--- src/rtl/tpcs_pkg.sv ---
// Package for the panel command stream block: item types, job descriptor,
// opcodes and the boot table. Used by every module under rtl/.
`timescale 1ns / 1ps
`default_nettype none
package tpcs_pkg;

  localparam logic [1:0] CMD_INIT   = 2'd0;
  localparam logic [1:0] CMD_FILL   = 2'd1;
  localparam logic [1:0] CMD_WINDOW = 2'd2;
  localparam logic [1:0] CMD_PIXEL  = 2'd3;

  localparam logic [1:0] KIND_CMD  = 2'd0;
  localparam logic [1:0] KIND_DATA = 2'd1;
  localparam logic [1:0] KIND_RUN  = 2'd2;

  localparam logic [2:0] JOB_INIT   = 3'd0;
  localparam logic [2:0] JOB_MADCTL = 3'd1;
  localparam logic [2:0] JOB_WINDOW = 3'd2;
  localparam logic [2:0] JOB_FILL   = 3'd3;
  localparam logic [2:0] JOB_PIXEL  = 3'd4;

  localparam logic [1:0] REG_COL_OFFSET = 2'd0;
  localparam logic [1:0] REG_ROW_OFFSET = 2'd1;
  localparam logic [1:0] REG_BGR_ORDER  = 2'd2;

  localparam logic [7:0] OP_CASET     = 8'h2A;
  localparam logic [7:0] OP_RASET     = 8'h2B;
  localparam logic [7:0] OP_RAMWR     = 8'h2C;
  localparam logic [7:0] OP_MADCTL    = 8'h36;
  localparam logic [7:0] MADCTL_BASE  = 8'h60;
  localparam logic [7:0] MADCTL_BGR   = 8'h08;
  localparam logic [4:0] FINAL_ENTRY  = 5'd18;
  localparam logic [8:0] MAX_SIDE     = 9'd256;

  typedef struct packed {
    logic [1:0]         command;
    logic signed [15:0] x_pos;
    logic signed [15:0] y_pos;
    logic [8:0]         width;
    logic [8:0]         height;
    logic [15:0]        color;
  } in_item_t;

  typedef struct packed {
    logic [1:0]  kind;
    logic [15:0] value;
    logic [16:0] repeat_count;
    logic [7:0]  delay_after_ms;
    logic        init_complete;
    logic        last;
  } out_item_t;

  typedef struct packed {
    logic [7:0] column_offset;
    logic [7:0] row_offset;
    logic       bgr_order;
  } cfg_t;

  typedef struct packed {
    logic [2:0]  job;
    logic [4:0]  entry;
    logic        bgr;
    logic [15:0] x0;
    logic [15:0] x1;
    logic [15:0] y0;
    logic [15:0] y1;
    logic [16:0] run;
    logic [15:0] color;
  } desc_t;

  typedef struct packed {
    logic [7:0]        op;
    logic [4:0]        nargs;
    logic [15:0][7:0]  args;
    logic [7:0]        delay;
  } init_row_t;

  function automatic init_row_t init_row_f(input logic [4:0] e);
    init_row_t r;
    r = '0;
    case (e)
      5'd0: begin r.op = 8'h01; r.delay = 8'd150; end
      5'd1: begin r.op = 8'h11; r.delay = 8'd200; end
      5'd2: begin r.op = 8'hB1; r.nargs = 5'd3; r.args = 128'h2D2C01; end
      5'd3: begin r.op = 8'hB2; r.nargs = 5'd3; r.args = 128'h2D2C01; end
      5'd4: begin r.op = 8'hB3; r.nargs = 5'd6; r.args = 128'h2D2C012D2C01; end
      5'd5: begin r.op = 8'hB4; r.nargs = 5'd1; r.args = 128'h07; end
      5'd6: begin r.op = 8'hC0; r.nargs = 5'd3; r.args = 128'h8402A2; end
      5'd7: begin r.op = 8'hC1; r.nargs = 5'd1; r.args = 128'hC5; end
      5'd8: begin r.op = 8'hC2; r.nargs = 5'd2; r.args = 128'h000A; end
      5'd9: begin r.op = 8'hC3; r.nargs = 5'd2; r.args = 128'h2A8A; end
      5'd10: begin r.op = 8'hC4; r.nargs = 5'd2; r.args = 128'hEE8A; end
      5'd11: begin r.op = 8'hC5; r.nargs = 5'd1; r.args = 128'h0E; end
      5'd12: begin r.op = 8'h21; end
      5'd13: begin r.op = 8'h3A; r.nargs = 5'd1; r.args = 128'h05; end
      5'd14: begin
        r.op = 8'hE0;
        r.nargs = 5'd16;
        r.args = 128'h10030100392B25292D29323712071C02;
      end
      5'd15: begin
        r.op = 8'hE1;
        r.nargs = 5'd16;
        r.args = 128'h100200003F372E2E2D292C2E06071D03;
      end
      5'd16: begin r.op = 8'h13; r.delay = 8'd10; end
      5'd17: begin r.op = 8'h29; r.delay = 8'd100; end
      default: r = '0;
    endcase
    return r;
  endfunction

endpackage
`default_nettype wire

--- src/rtl/tpcs_front.sv ---
// Front end: accepts input beats, classifies them and forms job descriptors.
// Owns the init entry index. Depends on tpcs_pkg.
`timescale 1ns / 1ps
`default_nettype none
module tpcs_front (
  input  wire logic              clk,
  input  wire logic              rst_n,
  input  wire logic              in_valid,
  output logic                   in_ready,
  input  wire tpcs_pkg::in_item_t in_data,
  input  wire tpcs_pkg::cfg_t    cfg,
  input  wire logic              q_full,
  output logic                   q_push,
  output tpcs_pkg::desc_t        q_desc
);

  logic [4:0]  init_entry_r;
  logic [4:0]  init_entry_nxt;
  logic [4:0]  entry;
  logic [8:0]  w_sat;
  logic [8:0]  h_sat;
  logic [15:0] x0;
  logic [15:0] y0;
  logic [16:0] area;

  assign in_ready = !q_full;
  assign q_push   = in_valid && in_ready;

  assign entry = (init_entry_r > tpcs_pkg::FINAL_ENTRY) ? 5'd0 : init_entry_r;
  assign w_sat = (in_data.width > tpcs_pkg::MAX_SIDE) ? tpcs_pkg::MAX_SIDE : in_data.width;
  assign h_sat = (in_data.height > tpcs_pkg::MAX_SIDE) ? tpcs_pkg::MAX_SIDE : in_data.height;
  assign x0    = in_data.x_pos + {8'd0, cfg.column_offset};
  assign y0    = in_data.y_pos + {8'd0, cfg.row_offset};
  assign area  = {8'd0, w_sat} * {8'd0, h_sat};

  always_comb begin
    q_desc       = '0;
    q_desc.entry = entry;
    q_desc.bgr   = cfg.bgr_order;
    q_desc.x0    = x0;
    q_desc.x1    = x0 + {7'd0, w_sat} - 16'd1;
    q_desc.y0    = y0;
    q_desc.y1    = y0 + {7'd0, h_sat} - 16'd1;
    q_desc.run   = area;
    q_desc.color = in_data.color;
    case (in_data.command)
      tpcs_pkg::CMD_INIT: begin
        q_desc.job = (entry == tpcs_pkg::FINAL_ENTRY) ? tpcs_pkg::JOB_MADCTL
                                                       : tpcs_pkg::JOB_INIT;
      end
      tpcs_pkg::CMD_FILL:   q_desc.job = tpcs_pkg::JOB_FILL;
      tpcs_pkg::CMD_WINDOW: q_desc.job = tpcs_pkg::JOB_WINDOW;
      tpcs_pkg::CMD_PIXEL:  q_desc.job = tpcs_pkg::JOB_PIXEL;
      default:              q_desc.job = tpcs_pkg::JOB_PIXEL;
    endcase
  end

  always_comb begin
    init_entry_nxt = init_entry_r;
    if (q_push && in_data.command == tpcs_pkg::CMD_INIT) begin
      init_entry_nxt = (entry == tpcs_pkg::FINAL_ENTRY) ? 5'd0 : entry + 5'd1;
    end
  end

  always_ff @(posedge clk) begin
    if (!rst_n) begin
      init_entry_r <= 5'd0;
    end else begin
      init_entry_r <= init_entry_nxt;
    end
  end

endmodule
`default_nettype wire

--- src/rtl/tpcs_queue.sv ---
// Two-entry descriptor queue between front and back ends.
// Depends on tpcs_pkg.
`timescale 1ns / 1ps
`default_nettype none
module tpcs_queue (
  input  wire logic           clk,
  input  wire logic           rst_n,
  input  wire logic           push,
  input  wire tpcs_pkg::desc_t push_desc,
  output logic                full,
  input  wire logic           pop,
  output logic                q_valid,
  output tpcs_pkg::desc_t     q_desc
);

  tpcs_pkg::desc_t mem_r [2];
  logic       wr_ptr_r;
  logic       wr_ptr_nxt;
  logic       rd_ptr_r;
  logic       rd_ptr_nxt;
  logic [1:0] count_r;
  logic [1:0] count_nxt;

  assign full    = count_r == 2'd2;
  assign q_valid = count_r != 2'd0;
  assign q_desc  = mem_r[rd_ptr_r];

  always_comb begin
    wr_ptr_nxt = push ? !wr_ptr_r : wr_ptr_r;
    rd_ptr_nxt = pop ? !rd_ptr_r : rd_ptr_r;
    count_nxt  = count_r + {1'b0, push} - {1'b0, pop};
  end

  always_ff @(posedge clk) begin
    if (push) begin
      mem_r[wr_ptr_r] <= push_desc;
    end
  end

  always_ff @(posedge clk) begin
    if (!rst_n) begin
      wr_ptr_r <= 1'b0;
      rd_ptr_r <= 1'b0;
      count_r  <= 2'd0;
    end else begin
      wr_ptr_r <= wr_ptr_nxt;
      rd_ptr_r <= rd_ptr_nxt;
      count_r  <= count_nxt;
    end
  end

endmodule
`default_nettype wire

--- src/rtl/tpcs_back.sv ---
// Back end: steps through one job descriptor and emits one result beat per
// step into the output register. Depends on tpcs_pkg.
`timescale 1ns / 1ps
`default_nettype none
module tpcs_back (
  input  wire logic            clk,
  input  wire logic            rst_n,
  input  wire logic            q_valid,
  input  wire tpcs_pkg::desc_t  q_desc,
  output logic                 q_pop,
  output logic                 out_valid,
  input  wire logic            out_ready,
  output tpcs_pkg::out_item_t  out_data
);

  tpcs_pkg::desc_t     cur_r;
  logic                cur_valid_r;
  logic                cur_valid_nxt;
  logic [4:0]          step_r;
  logic [4:0]          step_nxt;
  logic                out_valid_r;
  logic                out_valid_nxt;
  tpcs_pkg::out_item_t out_data_r;
  tpcs_pkg::out_item_t item;
  tpcs_pkg::init_row_t row;
  logic [4:0]          last_step;
  logic [3:0]          arg_idx;
  logic                advance;
  logic                at_last;

  assign row       = tpcs_pkg::init_row_f(cur_r.entry);
  assign arg_idx   = 4'(step_r - 5'd1);
  assign advance   = cur_valid_r && (!out_valid_r || out_ready);
  assign at_last   = step_r == last_step;
  assign q_pop     = q_valid && (!cur_valid_r || (advance && at_last));
  assign out_valid = out_valid_r;
  assign out_data  = out_data_r;

  always_comb begin
    item              = '0;
    item.kind         = tpcs_pkg::KIND_DATA;
    item.repeat_count = 17'd1;
    last_step         = 5'd1;
    case (cur_r.job)
      tpcs_pkg::JOB_INIT: begin
        last_step = row.nargs;
        if (step_r == 5'd0) begin
          item.kind  = tpcs_pkg::KIND_CMD;
          item.value = {8'd0, row.op};
        end else begin
          item.value = {8'd0, row.args[arg_idx]};
        end
        if (step_r == row.nargs) begin
          item.delay_after_ms = row.delay;
        end
      end
      tpcs_pkg::JOB_MADCTL: begin
        if (step_r == 5'd0) begin
          item.kind  = tpcs_pkg::KIND_CMD;
          item.value = {8'd0, tpcs_pkg::OP_MADCTL};
        end else begin
          item.value = {8'd0, tpcs_pkg::MADCTL_BASE |
                       (cur_r.bgr ? tpcs_pkg::MADCTL_BGR : 8'd0)};
          item.init_complete = 1'b1;
        end
      end
      tpcs_pkg::JOB_WINDOW, tpcs_pkg::JOB_FILL: begin
        last_step = (cur_r.job == tpcs_pkg::JOB_FILL && cur_r.run != 17'd0) ? 5'd11 : 5'd10;
        case (step_r)
          5'd0: begin
            item.kind  = tpcs_pkg::KIND_CMD;
            item.value = {8'd0, tpcs_pkg::OP_CASET};
          end
          5'd1: item.value = {8'd0, cur_r.x0[15:8]};
          5'd2: item.value = {8'd0, cur_r.x0[7:0]};
          5'd3: item.value = {8'd0, cur_r.x1[15:8]};
          5'd4: item.value = {8'd0, cur_r.x1[7:0]};
          5'd5: begin
            item.kind  = tpcs_pkg::KIND_CMD;
            item.value = {8'd0, tpcs_pkg::OP_RASET};
          end
          5'd6: item.value = {8'd0, cur_r.y0[15:8]};
          5'd7: item.value = {8'd0, cur_r.y0[7:0]};
          5'd8: item.value = {8'd0, cur_r.y1[15:8]};
          5'd9: item.value = {8'd0, cur_r.y1[7:0]};
          5'd10: begin
            item.kind  = tpcs_pkg::KIND_CMD;
            item.value = {8'd0, tpcs_pkg::OP_RAMWR};
          end
          5'd11: begin
            item.kind         = tpcs_pkg::KIND_RUN;
            item.value        = cur_r.color;
            item.repeat_count = cur_r.run;
          end
          default: item.value = 16'd0;
        endcase
      end
      tpcs_pkg::JOB_PIXEL: begin
        item.value = (step_r == 5'd0) ? {8'd0, cur_r.color[15:8]} : {8'd0, cur_r.color[7:0]};
      end
      default: last_step = 5'd1;
    endcase
    item.last = step_r == last_step;
  end

  always_comb begin
    cur_valid_nxt = cur_valid_r;
    step_nxt      = step_r;
    if (advance) begin
      if (at_last) begin
        cur_valid_nxt = q_valid;
        step_nxt      = 5'd0;
      end else begin
        step_nxt = step_r + 5'd1;
      end
    end else if (!cur_valid_r) begin
      cur_valid_nxt = q_valid;
      step_nxt      = 5'd0;
    end
    out_valid_nxt = advance ? 1'b1 : (out_ready ? 1'b0 : out_valid_r);
  end

  always_ff @(posedge clk) begin
    if (q_pop) begin
      cur_r <= q_desc;
    end
    if (advance) begin
      out_data_r <= item;
    end
  end

  always_ff @(posedge clk) begin
    if (!rst_n) begin
      cur_valid_r <= 1'b0;
      step_r      <= 5'd0;
      out_valid_r <= 1'b0;
    end else begin
      cur_valid_r <= cur_valid_nxt;
      step_r      <= step_nxt;
      out_valid_r <= out_valid_nxt;
    end
  end

endmodule
`default_nettype wire

--- src/rtl/tft_panel_command_stream.sv ---
// Top level of the panel command stream generator: APB register file,
// front end, descriptor queue and back end. Depends on tpcs_pkg, tpcs_front,
// tpcs_queue and tpcs_back.
//
// Input channel (in_valid/in_ready/in_data) takes one command per beat:
// init step, fill rectangle, open window or one image pixel. Output channel
// (out_valid/out_ready/out_data) gives one beat per panel byte or colour run,
// with last set on the final beat of each command.
// The first result beat passes through a queue entry, the current descriptor
// register and the output register. Throughput: one result beat per cycle
// from the back end sequencer while out_ready is high. A command gives 2
// beats for a pixel, 1 to 17 for an init step, 11 or 12 for window or fill.
// The two-entry queue lets the front end accept commands while the back
// end works; when out_ready is low the output register holds its beat and
// the sequencer and then the queue fill up, dropping in_ready.
// Reset clears the queue, sequencer and init index and sets all three
// registers (column offset, row offset, BGR order at 0x0, 0x4, 0x8) to zero.
`timescale 1ns / 1ps
`default_nettype none
module tft_panel_command_stream (
  input  wire logic                clk,
  input  wire logic                rst_n,
  input  wire logic                in_valid,
  output logic                     in_ready,
  input  wire tpcs_pkg::in_item_t  in_data,
  output logic                     out_valid,
  input  wire logic                out_ready,
  output tpcs_pkg::out_item_t      out_data,
  input  wire logic                psel,
  input  wire logic                penable,
  input  wire logic                pwrite,
  input  wire logic [3:0]          paddr,
  input  wire logic [31:0]         pwdata,
  output logic [31:0]              prdata,
  output logic                     pready
);

  logic [7:0]      col_off_r;
  logic [7:0]      col_off_nxt;
  logic [7:0]      row_off_r;
  logic [7:0]      row_off_nxt;
  logic            bgr_r;
  logic            bgr_nxt;
  logic            wr_en;
  tpcs_pkg::cfg_t  cfg;
  logic            q_full;
  logic            q_push;
  tpcs_pkg::desc_t push_desc;
  logic            q_pop;
  logic            q_valid;
  tpcs_pkg::desc_t q_desc;

  assign pready = 1'b1;
  assign wr_en  = psel && penable && pwrite && pready;

  always_comb begin
    col_off_nxt = col_off_r;
    row_off_nxt = row_off_r;
    bgr_nxt     = bgr_r;
    if (wr_en) begin
      case (paddr[3:2])
        tpcs_pkg::REG_COL_OFFSET: col_off_nxt = pwdata[7:0];
        tpcs_pkg::REG_ROW_OFFSET: row_off_nxt = pwdata[7:0];
        tpcs_pkg::REG_BGR_ORDER:  bgr_nxt     = pwdata[0];
        default:                  bgr_nxt     = bgr_r;
      endcase
    end
  end

  always_comb begin
    case (paddr[3:2])
      tpcs_pkg::REG_COL_OFFSET: prdata = {24'd0, col_off_r};
      tpcs_pkg::REG_ROW_OFFSET: prdata = {24'd0, row_off_r};
      tpcs_pkg::REG_BGR_ORDER:  prdata = {31'd0, bgr_r};
      default:                  prdata = 32'd0;
    endcase
  end

  always_ff @(posedge clk) begin
    if (!rst_n) begin
      col_off_r <= 8'd0;
      row_off_r <= 8'd0;
      bgr_r     <= 1'b0;
    end else begin
      col_off_r <= col_off_nxt;
      row_off_r <= row_off_nxt;
      bgr_r     <= bgr_nxt;
    end
  end

  assign cfg.column_offset = col_off_r;
  assign cfg.row_offset    = row_off_r;
  assign cfg.bgr_order     = bgr_r;

  tpcs_front u_front (
    .clk      (clk),
    .rst_n    (rst_n),
    .in_valid (in_valid),
    .in_ready (in_ready),
    .in_data  (in_data),
    .cfg      (cfg),
    .q_full   (q_full),
    .q_push   (q_push),
    .q_desc   (push_desc)
  );

  tpcs_queue u_queue (
    .clk       (clk),
    .rst_n     (rst_n),
    .push      (q_push),
    .push_desc (push_desc),
    .full      (q_full),
    .pop       (q_pop),
    .q_valid   (q_valid),
    .q_desc    (q_desc)
  );

  tpcs_back u_back (
    .clk       (clk),
    .rst_n     (rst_n),
    .q_valid   (q_valid),
    .q_desc    (q_desc),
    .q_pop     (q_pop),
    .out_valid (out_valid),
    .out_ready (out_ready),
    .out_data  (out_data)
  );

endmodule
`default_nettype wire
--- config.mk ---
export PLATFORM = sky130hd
export DESIGN_NAME = tft_panel_command_stream
export DESIGN_NICKNAME = d
export VERILOG_FILES = /design/src/rtl/tpcs_pkg.sv /design/src/rtl/tpcs_front.sv /design/src/rtl/tpcs_queue.sv /design/src/rtl/tpcs_back.sv /design/src/rtl/tft_panel_command_stream.sv
export SDC_FILE = /design/constraint.sdc
export NUM_CORES = 1
export LEC_CHECK = 0
export ABC_AREA = 1
export BUFFER_PORTS_ARGS = -buffer_cell sky130_fd_sc_hd__buf_2
export CAP_MARGIN = 40
export CORE_MARGIN = 2
export CORE_UTILIZATION = 30
export CTS_CLUSTER_SIZE = 24
export DETAILED_ROUTE_END_ITERATION = 7
export GPL_ROUTABILITY_DRIVEN = 0
export PLACE_DENSITY = 0.42
export RECOVER_POWER = 25
export SYNTH_ARGS = -nofsm -noshare
export SYNTH_HDL_FRONTEND = slang
export SYNTH_HIERARCHICAL = 1
export SYNTH_SLANG_ARGS = --single-unit
--- constraint.sdc ---
create_clock -name clk -period 12.76 [get_ports clk]
set_input_delay 0 -clock clk [delete_from_list [all_inputs] [get_ports clk]]
set_output_delay 0 -clock clk [all_outputs]
set_load 0.05 [all_outputs]
# After elaboration in Yosys (flattened, before gate mapping)
# Memories as Yosys holds them, arrays and structs flattened. A register that Yosys moved wholly into a read port is not among the register bits.
# Index checks and enable logic that the tools add are counted.
[word_totals] register_bits=78 ram_bits=212 inputBits=111 output_inout_bits=80 wordCells=142 memories=1
[mem_list] name="u_queue.mem_r" depth=2 width=106 rd=1 rd_clocked_by_memory_dff=1 write_ports=1 line="tpcs_queue.sv:16" text="tpcs_pkg::desc_t mem_r [2];"
[op_classes] addsub=11 multipliers=1 magnitude_cmp=4 eq_ne=43 mux=34 reduce_logical=32
[ops] operator="133-bit one-hot mux with 12 select lines" count=1
[ops] operator="16-bit one-hot mux with 12 select lines" count=1
[ops] operator="8-bit one-hot mux with 18 select lines" count=1
[ops] operator="16-bit one-hot mux with 4 select lines" count=1
[ops] operator="5-bit by 4-bit == test with 1-bit output, second input constant" count=12
[ops] operator="5-bit by 3-bit == test with 1-bit output, second input constant" count=8
[ops] operator="16-bit by 8-bit adder with 16-bit output" count=2
[ops] operator="16-bit by 9-bit adder with 16-bit output" count=2
[ops] operator="8-bit binary-select mux with 4-bit select" count=1
[ops] operator="8-bit two-way mux" count=4
[ops] operator="8-bit one-hot mux with 4 select lines" count=1
[ops] operator="16-bit by 1-bit subtractor with 16-bit output, second input constant" count=2
[ops] operator="5-bit two-way mux" count=5
[ops] operator="8-bit one-hot mux with 3 select lines" count=1
[ops] operator="5-bit by 2-bit == test with 1-bit output, second input constant" count=4
[ops] operator="9-bit greater-than comparator, second input constant" count=2
[ops] operator="9-bit two-way mux" count=2
[ops] operator="9-bit by 9-bit multiplier with 17-bit output" count=1
[ops] operator="17-bit nonzero test" count=1
[ops] operator="5-bit == test, second input constant" count=3
[ops] operator="3-bit one-hot mux with 4 select lines" count=1
[ops] operator="1-bit two-way mux" count=11
[ops] operator="5-bit by 1-bit adder with 5-bit output, second input constant" count=2
[ops] operator="5-bit by 1-bit == test with 1-bit output, second input constant" count=2
[ops] operator="other kinds (25)" count=54

# Depth between registers and ports, before layout
# Gate-level depths: netlist (run 1).
[logic_depth] ltp_word=9 mapped_depth=24

# Cells and area by module
# The synthesis (run 1) kept the hierarchy.
[modules_own_cells] module="tpcs_queue" instances=1 cells_each=363 area_each_um2=8032.7 seq_area_each_um2=6466.2
[modules_own_cells] module="tpcs_back" instances=1 cells_each=672 area_each_um2=7166.9 seq_area_each_um2=4644.5
[modules_own_cells] module="tpcs_front" instances=1 cells_each=949 area_each_um2=6238.5 seq_area_each_um2=100.1
[modules_own_cells] module="tft_panel_command_stream" instances=1 cells_each=149 area_each_um2=1053.5 seq_area_each_um2=340.3

# Worst setup path before layout (run 1)
# No wires, ideal clock.
[synth_timing] path_type="register -> register" start="register u_back.out_valid_r (netlist: u_back/out_valid)" end="register u_queue.count_r[1]" setup_ps=115 arrival_ps=6877 t_required_ps=12645 path_slack_ps=5768 path_stages_with_launch=12 n_path_buf=0 synth_period_minus_slack_ps=6992 cell_sequence="dfxtp_1 -> inv_1 -> nor2_1 -> nor2_1 -> nand2_2 -> a21boi_2 -> ha_1 -> inv_1 -> ha_1 -> nand3_1 -> nand2_1 -> nor2_1"
[synth_via] elab_chain_cells=7
[synth_rtl] element="start, declared" line="tpcs_back.sv:21" text="logic out_valid_r;"
[synth_rtl] element="start signal, assigned" line="tpcs_back.sv:140" text="out_valid_r <= out_valid_nxt;"
[synth_rtl] element="1-bit zero test" line="tpcs_back.sv:33" text="assign advance = cur_valid_r && (!out_valid_r || out_ready);"
[synth_rtl] element="1-bit logical OR" line="tpcs_back.sv:33"
[synth_rtl] element="1-bit logical AND" line="tpcs_back.sv:33"
[synth_rtl] element="via u_back.advance" line="tpcs_back.sv:28" text="logic advance;"
[synth_rtl] element="1-bit logical AND" line="tpcs_back.sv:35" text="assign q_pop = q_valid && (!cur_valid_r || (advance && at_last));"
[synth_rtl] element="1-bit logical OR" line="tpcs_back.sv:35"
[synth_rtl] element="1-bit logical AND" line="tpcs_back.sv:35"
[synth_rtl] element="via q_pop" line="tft_panel_command_stream.sv:49" text="logic q_pop;"
[synth_rtl] element="2-bit by 1-bit subtractor with 2-bit output" line="tpcs_queue.sv:31" text="count_nxt = count_r + {1'b0, push} - {1'b0, pop};"
[synth_rtl] element="end signal, assigned" line="tpcs_queue.sv:48" text="count_r <= count_nxt;"
[synth_rtl] element="end, declared" line="tpcs_queue.sv:21" text="logic [1:0] count_r;"
# The timed path passes the listed nets, and every way through them passes these cells.
# A chain may end at the register's enable or synchronous reset.

==> results by group, run 1 <==
Critical path
  • CP cell instances: buf_2 > inv_1 > nand4_1 > o21ai_0 > inv_1 > nor2_1 > clkinv_1 > nor2_1 > fa_1 > fa_1 > fa_1 > inv_1 > fa_1 > inv_1 > ha_1 > a21oi_1 > o21ai_0 > a21oi_1 > o21ai_1 > nand2_1 > nand2_1 > nand2_1 > nand2_1
  • Worst Reg-to-Reg Cells: 22
  • Crit-path max FO: 8
  • Worst Setup End Kind: register
  • Critical Path Start: in_data[19]
  • WS Path Type: primary input to register
  • Setup crit start kind: primary input
  • Worst R2R Setup Slack: between 8000 and 9000 ps
  • Crit path largest cell delay: roughly 570 ps
  • Reg-to-reg critical path endpoint: u_queue/mem_r[0][48]$_DFFE_PP_
  • Critical-path top delay cell: fa_1
  • Crit path capture: u_queue/mem_r[1][30]$_DFFE_PP_
  • Critical Path AT: slightly above 5000 ps
  • Data required, critical path: between 10000 and 15000 ps
  • Worst r2r src: row_off_r[0]$_SDFFE_PN0P_

Outcome
  • Violated checks: max-capacitance violations, max-slew violations
  • Status: finished, violations left

Synthesis
  • Top post-synthesis cells by area: edfxtp_1 48%, ha_1 6.1%, nand2_1 5.5%, inv_1 5.3%, fa_1 4.7%
  • Seq/Total Area, Yosys: 0.5136
  • Post-synthesis adder-cell area fraction: 0.1084
  • Multiplexer share of the synthesized area: 0.05975
  • Number of flops mapped to enable cells by yosys: 362
  • Synthesized area per cell: about 11 um^2
  • Mapped cell area: 22490 um^2
  • Synth async-reset ratio: 0
  • XOR/XNOR share of the synthesized area: 0.02670
  • Yosys reg bits: 396
  • Leading area contributor after synthesis: edfxtp_1
  • Synth top area share: 0.4833
  • Synth Area in Compound Gates: 0.05613
  • Yosys warning total: 6
  • Largest family of logic cells by synthesized area: simple AND/OR/NAND/NOR gates
  • Post-synth cell types: 64
  • Main synth FF type: edfxtp_1
  • Simple-gate share of the synthesized area: 0.1531
  • Cell count after synthesis: between 2000 and 2500

STA
  • Fmax: 212.5 MHz
  • Total negative slack: 0 ps
  • Crit share post-route: 0.3689
  • Hold slack: about 42 ps
  • Final setup violation count: 0
  • Final Max Tran Viols: 48
  • Fin crit period: around 4700 ps
  • Worst slew margin: -0.8353
  • Hold Vio Cnt, Final: 0
  • Worst Skew: a little under 30 ps
  • RSZ-0062 raised after global routing: false
  • Slew @ Worst Pin: about 2800 ps

Final layout
  • Synth-to-Final Area Change: 17.76%
  • Post-Layout Cell Count: ~3400
  • Final #Nets: roughly 2600
  • Antenna fix cells: 0
  • Fillers: about 7500
  • Commonest non-fill, non-tap cell in the layout: edfxtp_1
  • Share of layout cells above drive strength 1: 0.1468
  • Commonest non-fill, non-tap cells in the layout: 362 x edfxtp_1, 327 x nand2_1, 319 x inv_1

Floorplan
  • Die Span Y: between 200 and 300 um
  • # IOs: roughly 190
  • Die area: about 77000 um^2
  • DIE WIDTH: 277.8 um
  • # rows: 100
  • Initial Utilization: 0.3026
  • Core box area: between 70000 and 80000 um^2

Placed design
  • Post-DP HPWL: around 42 mm
  • Port Buffers: 138
  • Dpl cells: 3200

Global route
  • First-pass GRT wire length: 87.82 mm
  • Largest net degree at the start of global routing: 52
  • Tot GR Track Use: 0.1469
  • Vias in the first global route: ~15000
  • Gr ovfl total: 0
  • Initial antenna violation count: 1

Clock network
  • Num CTS Buffers: between 40 and 50
  • Reg clk slew, reported paths: approximately 60 ps
  • CTS tree: yes
  • Worst skew pair latency: 600 ps
  • Setup Fix Bufs, Post-CTS: 0
  • Sinks on Clock Net: between 300 and 400
  • Root buffer cell: clkbuf_16
  • CTS H-tree depth: 2
  • Max Buffers Root-to-Sink: 3

Route
  • Initial DRC count: between 800 and 900
  • Via count: ~15000
  • Total Wirelength: around 57 mm
  • Residual DRC: 0
  • Number of nets still failing antenna checks after routing: 0
  • Vias/cell: between 4 and 5
  • Routed length per instance: 16.73 um
  • Drt first pass iters: 7

Job
  • Max-cap violations: 1

Power
  • Leak Pwr: ~11 nW
  • Pwr dens: roughly 180 nW/um^2
  • VDD IR max: between 0.0001 and 0.00015 V

Worst hold path
  • Min-delay worst type: primary input to register
[worst max-delay path: cells and delay by family]
family,cells,cell delay (ps)
AO/OA/AOI/OAI,5,880
adder cells (fa/ha/maj),5,2450
buffers and inverters,6,840
AND/OR/NAND/NOR,7,860
[metal layers]
metal  vias to the layer above  part of all wire  track usage
met1                      7239              0.47       0.1966
li1                       7560                 -            -
met5                         -                 0            0
met2                       274              0.48       0.2506
met4                         0             0.019      0.03617
met3                        74             0.034      0.02013
[registers in the layout, summed over array words and instances, names as in the netlist, named ones only]
name	flops
u_queue/count_r	2
u_queue/mem_r	212
u_back/step_r	5
u_back/out_valid	1
u_queue/rd_ptr_r	1
row_off_r	8
u_back/cur_valid_r	1
u_front/init_entry_r	5
u_back/cur_r	106
bgr_r	1
u_back/out_data	44
u_queue/wr_ptr_r	1
col_off_r	8
[how the worst min path moves through the flow]
stage / slack [ps] / cells past startpoint / from / to
after global routing: 30 / 3 / in_data[37] / u_queue/mem_r[0][52]$_DFFE_PP_
after floorplan: 90 / 2 / rst_n / u_queue/count_r[0]$_SDFF_PN0_
after global placement: 190 / 1 / in_data[11] / u_queue/mem_r[1][11]$_DFFE_PP_
final: 40 / 3 / in_data[37] / u_queue/mem_r[0][52]$_DFFE_PP_
after CTS: 2 / 3 / in_data[37] / u_queue/mem_r[0][52]$_DFFE_PP_
after detailed placement: 190 / 1 / in_data[15] / u_queue/mem_r[1][15]$_DFFE_PP_
[per-stage QoR]
stage / setup WS, ps / util / instance area (um^2) / total power, mW
floorplan: 5768 / - / 22580 / 3.075
global placement: 7490 / 0.3232 / 24020 / 3.467
detailed placement: 7473 / 0.3248 / 24140 / 3.501
CTS: 8097 / 0.3577 / 26590 / 4.855
global route: 7652 / 0.3564 / 26490 / 5.040
finish: 8053 / 0.3564 / 26490 / 4.763
[kinds of logic (layout without fill, tap and decap cells)]
kind of cell             after synthesis  after routing
AND/OR/NAND/NOR                      776            776
buffers and inverters                419            674
flip-flops                           396            396
AO/OA/AOI/OAI                        204            204
adder cells (fa/ha/maj)              163            163
multiplexers                         106            106
XOR/XNOR                              66             66
other                                  3             26
[cell type report]
class | count | area [um^2] | area share
well taps | 969 | 1212 | 0.04577
clock buffers | 55 | 1185 | 0.04474
clock inverters | 30 | 322.8 | 0.01219
inverters | 342 | 1285 | 0.04851
multi-input cells | 1341 | 9188 | 0.3469
flip-flops and latches | 396 | 11550 | 0.4361
repair buffers | 247 | 1743 | 0.06580
[timing repair]
action | in CTS | in global routing
endpoints found under the hold margin | 132 | 0
resized for setup | 0 | 0
hold buffers | 94 | 0
[cells in the mapped netlist (all sizes together), types with 9 or more instances]
| cell type | number |
|---|---|
| nand3 | 126 |
| a31oi | 10 |
| dfxtp | 34 |
| inv | 337 |
| o21ai | 56 |
| edfxtp | 362 |
| ha | 110 |
| buf | 67 |
| mux2 | 106 |
| clkbuf | 10 |
| nand4 | 20 |
| fa | 53 |
| a22o | 9 |
| nor3 | 17 |
| nor2 | 240 |
| xnor2 | 21 |
| a21oi | 79 |
| nand2 | 356 |
| xor2 | 45 |
[power by group]
group          total [mW]  switching (mW)  leakage (nW)  internal, mW
sequential           2.00           0.128          3.69          1.87
clock                1.31           0.538         0.729         0.769
combinational        1.45           0.985          6.76         0.469
Power figures use the tool's default switching activity.
==> inputs of run 2 (changes only) <==
--- a/config.mk
+++ b/config.mk
@@ -13,7 +13,7 @@
 export CTS_CLUSTER_SIZE = 24
 export DETAILED_ROUTE_END_ITERATION = 7
 export GPL_ROUTABILITY_DRIVEN = 0
-export PLACE_DENSITY = 0.42
+export PLACE_DENSITY = 0.43
 export RECOVER_POWER = 25
 export SYNTH_ARGS = -nofsm -noshare
 export SYNTH_HDL_FRONTEND = slang
==> constraint.sdc (replaced) <==
create_clock -name clk -period 3.95 [get_ports clk]
set_input_delay 0 -clock clk [delete_from_list [all_inputs] [get_ports clk]]
set_output_delay 0 -clock clk [all_outputs]
set_load 0.05 [all_outputs]
==> run 2 against run 1 <==
Critical path depth shrank 3. Design area grew 3.6%. First-iteration DRC count grew 12%. Global-route usage grew 0.11 points. Sequential share of layout area shrank 1.5 points. The flow now finishes without violations. Critical endpoint is now u_queue/mem_r[1][25]$_DFFE_PP_. Worst setup slack lost 7900 ps. Register-to-register slack lost 8300 ps.
==> results by group, run 2 (synthesis gave the netlist of run 1 again) <==
Global route
  • Vias in the first global route: 15500 (was 15480)
  • Gr ovfl total: 0 (unchanged)
  • Initial antenna violation count: 0 (was 1)
  • Tot GR Track Use: 0.1480 (was 0.1469)
  • Largest net degree at the start of global routing: 83 (was 52)
  • First-pass GRT wire length: 88.80 mm (was 87.82 mm)

Final layout
  • Commonest non-fill, non-tap cells in the layout: 362 x edfxtp_1, 319 x nand2_1, 303 x inv_1 (was 362 x edfxtp_1, 327 x nand2_1, 319 x inv_1)
  • Flip-flop and latch area: 11560 um^2 (was 11550 um^2)
  • Final #Nets: 2733 (was 2648)
  • Register with the most flip-flops: u_queue/mem_r (unchanged)
  • Commonest non-fill, non-tap cell in the layout: edfxtp_1 (unchanged)
  • Share of layout cells above drive strength 1: 0.2248 (was 0.1468)
  • Multi-input combinational cell area: 9460 um^2 (was 9188 um^2)
  • Synth-to-Final Area Change: 21.98% (was 17.76%)
  • Fillers: 7472 (was 7487)
  • Post-Layout Cell Count: 3464 (was 3380)
  • Final instance area: 27440 um^2 (was 26490 um^2)
  • Number of flip-flops in the largest register: 212 (unchanged)
  • Antenna fix cells: 0 (unchanged)
  • Post-layout util: 0.3691 (was 0.3564)

Route
  • Top sig layer: met4 (unchanged)
  • Routed length per instance: 16.55 um (was 16.73 um)
  • Residual DRC: 0 (unchanged)
  • Initial DRC count: 963 (was 859)
  • Via count: 15440 (was 15150)
  • Drt first pass iters: 5 (was 7)
  • Total Wirelength: 57.33 mm (was 56.56 mm)
  • Met2 routed WL: 27.61 mm (was 27.20 mm)
  • Vias/cell: 4.458 (was 4.481)
  • Number of nets still failing antenna checks after routing: 0 (unchanged)
  • Wl on met1: 26.52 mm (was 26.38 mm)
  • Routed length on met3: 1.988 mm (was 1.914 mm)

STA
  • Crit share post-route: 0.9551
  • Slew @ Worst Pin: 833.6 ps (was 2753 ps)
  • Fmax: between 200 and 300 MHz
  • Total negative slack: 0 ps (unchanged)
  • Hold Vio Cnt, Final: 0 (unchanged)
  • Final Max Tran Viols: 0 (was 48)
  • Worst slew margin: 0.4422 (was -0.8353)
  • Fin crit period: 3773 ps
  • Worst Skew: 17.77 ps (was 29.06 ps)
  • Final setup violation count: 0 (unchanged)

Floorplan
  • DIE WIDTH: 277.8 um (unchanged)
  • # IOs: 191 (unchanged)
  • Die area: 77180 um^2 (unchanged)
  • # rows: 100 (unchanged)
  • Die Span Y: 277.8 um (unchanged)
  • Core box area: 74320 um^2 (unchanged)
  • Initial Utilization: 0.3026 (unchanged)

Worst hold path
  • Min-delay worst type: primary input to register (unchanged)

Critical path
  • Data required, critical path: 4290 ps (was 13090 ps)
  • Critical Path AT: 4110 ps (was 5030 ps)
  • Setup crit start kind: primary input (unchanged)
  • WS Path Type: primary input to register (unchanged)
  • Worst Setup End Kind: register (unchanged)
  • Crit-path max FO: 6 (was 8)

Power
  • VDD IR max: 0.0003899 V (was 0.0001017 V)
  • Pwr dens: 566.5 nW/um^2 (was 179.8 nW/um^2)
  • Total power: 15.54 mW (was 4.763 mW)
  • Leak Pwr: 11.73 nW (was 11.18 nW)

Clock network
  • Reg clk slew, reported paths: 60 ps (about the same)
  • Worst skew pair latency: 570 ps (was 600 ps)
  • Root buffer cell: clkbuf_16 (unchanged)
  • Sinks on Clock Net: 396 (unchanged)
  • CTS tree: yes (unchanged)
  • CTS H-tree depth: 2 (unchanged)
  • Num CTS Buffers: 46 (unchanged)
  • Max Buffers Root-to-Sink: 3 (unchanged)

Job
  • Max-cap violations: 0 (was 1)

Outcome
  • Status: finished clean (was finished, violations left)

Placed design
  • Post-DP HPWL: 43.24 mm (was 41.82 mm)
  • Post-DP Area: 24950 um^2 (was 24140 um^2)
  • Port Buffers: 138 (unchanged)
  • Dpl cells: 3283 (was 3200)
run 2: worst max-delay path, cell delays in order:
cell and delay (ps):
buf_2 120, inv_6 40, nand4_1 100, o21ai_2 170, inv_2 130, nor2_4 150
clkinv_2 120, nor2_1 170, fa_1 420, inv_1 80, fa_1 430, fa_1 490
fa_1 490, inv_1 60, ha_4 290, a21oi_1 90, a21boi_2 170, buf_4 130
buf_4 120, xnor2_1 320
run 2: path summary, 6_finish.rpt:
kind | from | endpoint | slack [ps] | cells past startpoint
max | in_data[16] | u_queue/mem_r[1][25]$_DFFE_PP_ | 180 | 20
min | in_data[53] | u_queue/mem_r[1][84]$_DFFE_PP_ | 40 | 3
max reg2reg | row_off_r[0]$_SDFFE_PN0P_ | u_queue/mem_r[0][48]$_DFFE_PP_ | 240 | 22
min reg2reg | u_front/init_entry_r[3]$_SDFFE_PN0P_ | u_front/init_entry_r[3]$_SDFFE_PN0P_ | 470 | 2
run 2: per-layer routing:
metal	GRT usage	up-vias
li1	-	7731
met1	0.1986	7339
met2	0.2511	308
met3	0.02030	65
met4	0.03784	0
met5	0	-
run 2: final cells by class:
cell class | count | area share
flip-flops and latches | 396 | 0.4212
multi-input cells | 1341 | 0.3448
repair buffers | 332 | 0.08825
inverters | 342 | 0.04757
clock buffers | 57 | 0.04497
well taps | 969 | 0.04419
clock inverters | 27 | 0.008984
run 2: repair_timing:
action / in CTS / in global routing
hold endpoints to repair: 124 / 0
setup endpoints to repair: 0 / 26
gates resized for setup: 0 / 20
setup buffers: 0 / 1
hold buffers: 96 / 0
run 2: where the power goes:
group | switching, mW | leakage [nW] | internal, mW
logic | 3.20 | 7.33 | 1.67
clock network | 1.73 | 0.712 | 2.43
registers | 0.457 | 3.69 | 6.05
run 2: stage by stage:
step           setup WS (ps)  hold slack [ps]
2_1_floorplan         -319.3            93.45
3_3_place_gp          -434.3            191.9
3_5_place_dp          -484.9            196.4
4_1_cts                121.3            10.33
5_1_grt               -4.339            46.83
6_report               177.2            35.65
==> inputs of run 3 (changes only) <==
--- a/config.mk
+++ b/config.mk
@@ -9,12 +9,12 @@
 export BUFFER_PORTS_ARGS = -buffer_cell sky130_fd_sc_hd__buf_2
 export CAP_MARGIN = 40
 export CORE_MARGIN = 2
-export CORE_UTILIZATION = 30
+export CORE_UTILIZATION = 55
 export CTS_CLUSTER_SIZE = 24
 export DETAILED_ROUTE_END_ITERATION = 7
 export GPL_ROUTABILITY_DRIVEN = 0
-export PLACE_DENSITY = 0.43
-export RECOVER_POWER = 25
+export PLACE_DENSITY_LB_ADDON = 0.3
+export RECOVER_POWER = 50
 export SYNTH_ARGS = -nofsm -noshare
 export SYNTH_HDL_FRONTEND = slang
 export SYNTH_HIERARCHICAL = 1
==> run 3 against run 2 <==
Critical path depth unchanged. Via count increased by 3.1%. Total power decreased by 3.2%.
==> results by group, run 3 (synthesis gave the netlist of run 1 again) <==
STA
  • RSZ-0062 raised after global routing: true
  • Slew @ Worst Pin: 881.0 ps (was 833.6 ps)
  • Worst Skew: 23.27 ps (was 17.77 ps)
  • Fmax: 260.3 MHz (was 265.1 MHz)
  • Fin crit period: 3842 ps (was 3773 ps)
  • Crit share post-route: 0.9726 (was 0.9551)
  • Final Max Tran Viols: 0 (unchanged)
  • Hold Vio Cnt, Final: 0 (unchanged)
  • Final setup violation count: 0 (unchanged)
  • Total negative slack: 0 ps (unchanged)
  • Worst slew margin: 0.4127 (was 0.4422)
  • Hold slack: 26.47 ps (was 35.65 ps)

Final layout
  • Final #Nets: 2708 (was 2733)
  • Number of flip-flops in the largest register: 212 (unchanged)
  • Commonest non-fill, non-tap cells in the layout: 362 x edfxtp_1, 319 x nand2_1, 303 x inv_1 (unchanged)
  • Share of layout cells above drive strength 1: 0.2200 (was 0.2248)
  • Synth-to-Final Area Change: 18.09% (was 21.98%)
  • Fillers: 3096 (was 7472)
  • Register with the most flip-flops: u_queue/mem_r (unchanged)
  • Antenna fix cells: 0 (unchanged)
  • Commonest non-fill, non-tap cell in the layout: edfxtp_1 (unchanged)

Power
  • Leak Pwr: 11.58 nW (was 11.73 nW)
  • VDD IR max: 0.0003014 V (was 0.0003899 V)
  • Pwr dens: 566.6 nW/um^2 (was 566.5 nW/um^2)

Floorplan
  • # IOs: 191 (unchanged)
  • DIE WIDTH: 206.2 um (was 277.8 um)
  • # rows: 74 (was 100)
  • Die area: 42530 um^2 (was 77180 um^2)
  • Core box area: 40550 um^2 (was 74320 um^2)
  • Die Span Y: 206.2 um (was 277.8 um)
  • Initial Utilization: 0.5546 (was 0.3026)

Clock network
  • Sinks on Clock Net: 396 (unchanged)
  • Worst skew pair latency: 560 ps (was 570 ps)
  • Max Buffers Root-to-Sink: 3 (unchanged)
  • Reg clk slew, reported paths: 60 ps (about the same)
  • Root buffer cell: clkbuf_16 (unchanged)
  • CTS tree: yes (unchanged)
  • Num CTS Buffers: 40 (was 46)
  • CTS H-tree depth: 2 (unchanged)

Critical path
  • Setup crit start kind: primary input (unchanged)
  • Crit path largest cell delay: 550 ps (was 490 ps)
  • CP cell instances: buf_2 > inv_1 > nand4_1 > o21ai_2 > inv_4 > nor2_4 > clkinv_2 > nor2_1 > fa_1 > fa_1 > fa_1 > inv_1 > fa_1 > inv_1 > ha_4 > a21oi_1 > o21ai_0 > nand2_1 > nand3_1 > xnor2_1 (was buf_2 > inv_6 > nand4_1 > o21ai_2 > inv_2 > nor2_4 > clkinv_2 > nor2_1 > fa_1 > inv_1 > fa_1 > fa_1 > fa_1 > inv_1 > ha_4 > a21oi_1 > a21boi_2 > buf_4 > buf_4 > xnor2_1)
  • Critical-path top delay cell: fa_1 (unchanged)
  • Critical Path AT: 4130 ps (was 4110 ps)
  • Critical path's most frequent cell: fa_1 (unchanged)
  • Crit path depth: 20 (unchanged)
  • Worst Setup End Kind: register (unchanged)
  • Crit path max-delay family: adder cells (unchanged)
  • Data required, critical path: 4240 ps (was 4290 ps)
  • Crit-path max FO: 6 (unchanged)
  • Worst Reg-to-Reg Cells: 22 (unchanged)
  • WP buf/inv: 6 (was 8)
  • WS Path Type: primary input to register (unchanged)

Route
  • Residual DRC: 0 (unchanged)
  • Initial DRC count: 1241 (was 963)
  • Via count: 15920 (was 15440)
  • Number of nets still failing antenna checks after routing: 0 (unchanged)
  • Vias/cell: 5.314 (was 4.458)
  • Total Wirelength: 50.26 mm (was 57.33 mm)
  • Drt first pass iters: 8 (was 5)
  • Routed length per instance: 16.78 um (was 16.55 um)

Worst hold path
  • Hold depth: 3 (unchanged)
  • Min-delay worst type: primary input to register (unchanged)

Placed design
  • Port Buffers: 138 (unchanged)
  • Post-DP HPWL: 36.50 mm (was 43.24 mm)

Global route
  • Initial antenna violation count: 0 (unchanged)
  • Largest net degree at the start of global routing: 107 (was 83)
  • Tot GR Track Use: 0.2401 (was 0.1480)
  • Vias in the first global route: 15460 (was 15500)
  • First-pass GRT wire length: 79.61 mm (was 88.80 mm)
  • Gr ovfl total: 0 (unchanged)

Outcome
  • Status: finished clean (unchanged)

Job
  • Max-cap violations: 0 (unchanged)
run 3: repair_timing:
item | 4_1_cts | 5_1_grt
endpoints found under the setup margin | 0 | 18
endpoints found under the hold margin | 116 | 0
buffers inserted | 0 | 2
hold buffers | 84 | 0
resized for setup | 0 | 18
run 3: path summary, 6_finish.rpt:
path                                                to                                  from  slack, ps
hold / removal          u_queue/mem_r[1][87]$_DFFE_PP_                           in_data[56]         30
hold reg to reg   u_front/init_entry_r[3]$_SDFFE_PN0P_  u_front/init_entry_r[3]$_SDFFE_PN0P_        470
setup reg to reg        u_queue/mem_r[1][48]$_DFFE_PP_             row_off_r[0]$_SDFFE_PN0P_        220
setup / recovery        u_queue/mem_r[0][32]$_DFFE_PP_                           in_data[23]        110
run 3: cell type report:
cell class,count,area (um^2),area share
flip-flops and latches,396,11560,0.4351
inverters,342,1310,0.04932
well taps,532,665.6,0.02506
multi-input cells,1341,9453,0.3559
clock inverters,24,259.0,0.009752
repair buffers,313,2275,0.08565
clock buffers,48,1041,0.03920
run 3: tightest hold or removal path: cells and delay by family:
family     cells  cell delay [ps]
buf+inv        1               80
xor+xnor       1              120
fa+ha+maj      1              200
run 3: per-layer routing:
| layer | vias to the layer above | GRT usage | routed length [um] |
|---|---|---|---|
| met1 | 7550 | 0.3182 | 21050 |
| li1 | 7678 | - | - |
| met2 | 587 | 0.4131 | 24790 |
| met3 | 105 | 0.03469 | 3231 |
| met5 | - | 0 | 0 |
| met4 | 0 | 0.06684 | 1194 |
run 3: through the flow:
step | worst slack (ps) | cells | total power, mW | instance area (um^2) | utilization
floorplan | -319.3 | 2156 | 9.964 | 22820 | -
global placement | -355.5 | 2838 | 11.13 | 24370 | 0.6009
detailed placement | -468.6 | 2838 | 11.27 | 24370 | 0.6009
CTS | 119.9 | 2994 | 15.10 | 26510 | 0.6537
global route | -18.59 | 2996 | 15.80 | 26560 | 0.6549
finish | 108.3 | 2996 | 15.05 | 26560 | 0.6549
run 3: power breakdown:
part           switching, mW  internal [mW]
sequential             0.500           6.04
combinational           3.07           1.70
clock                   1.53           2.21
total                   5.10           9.95
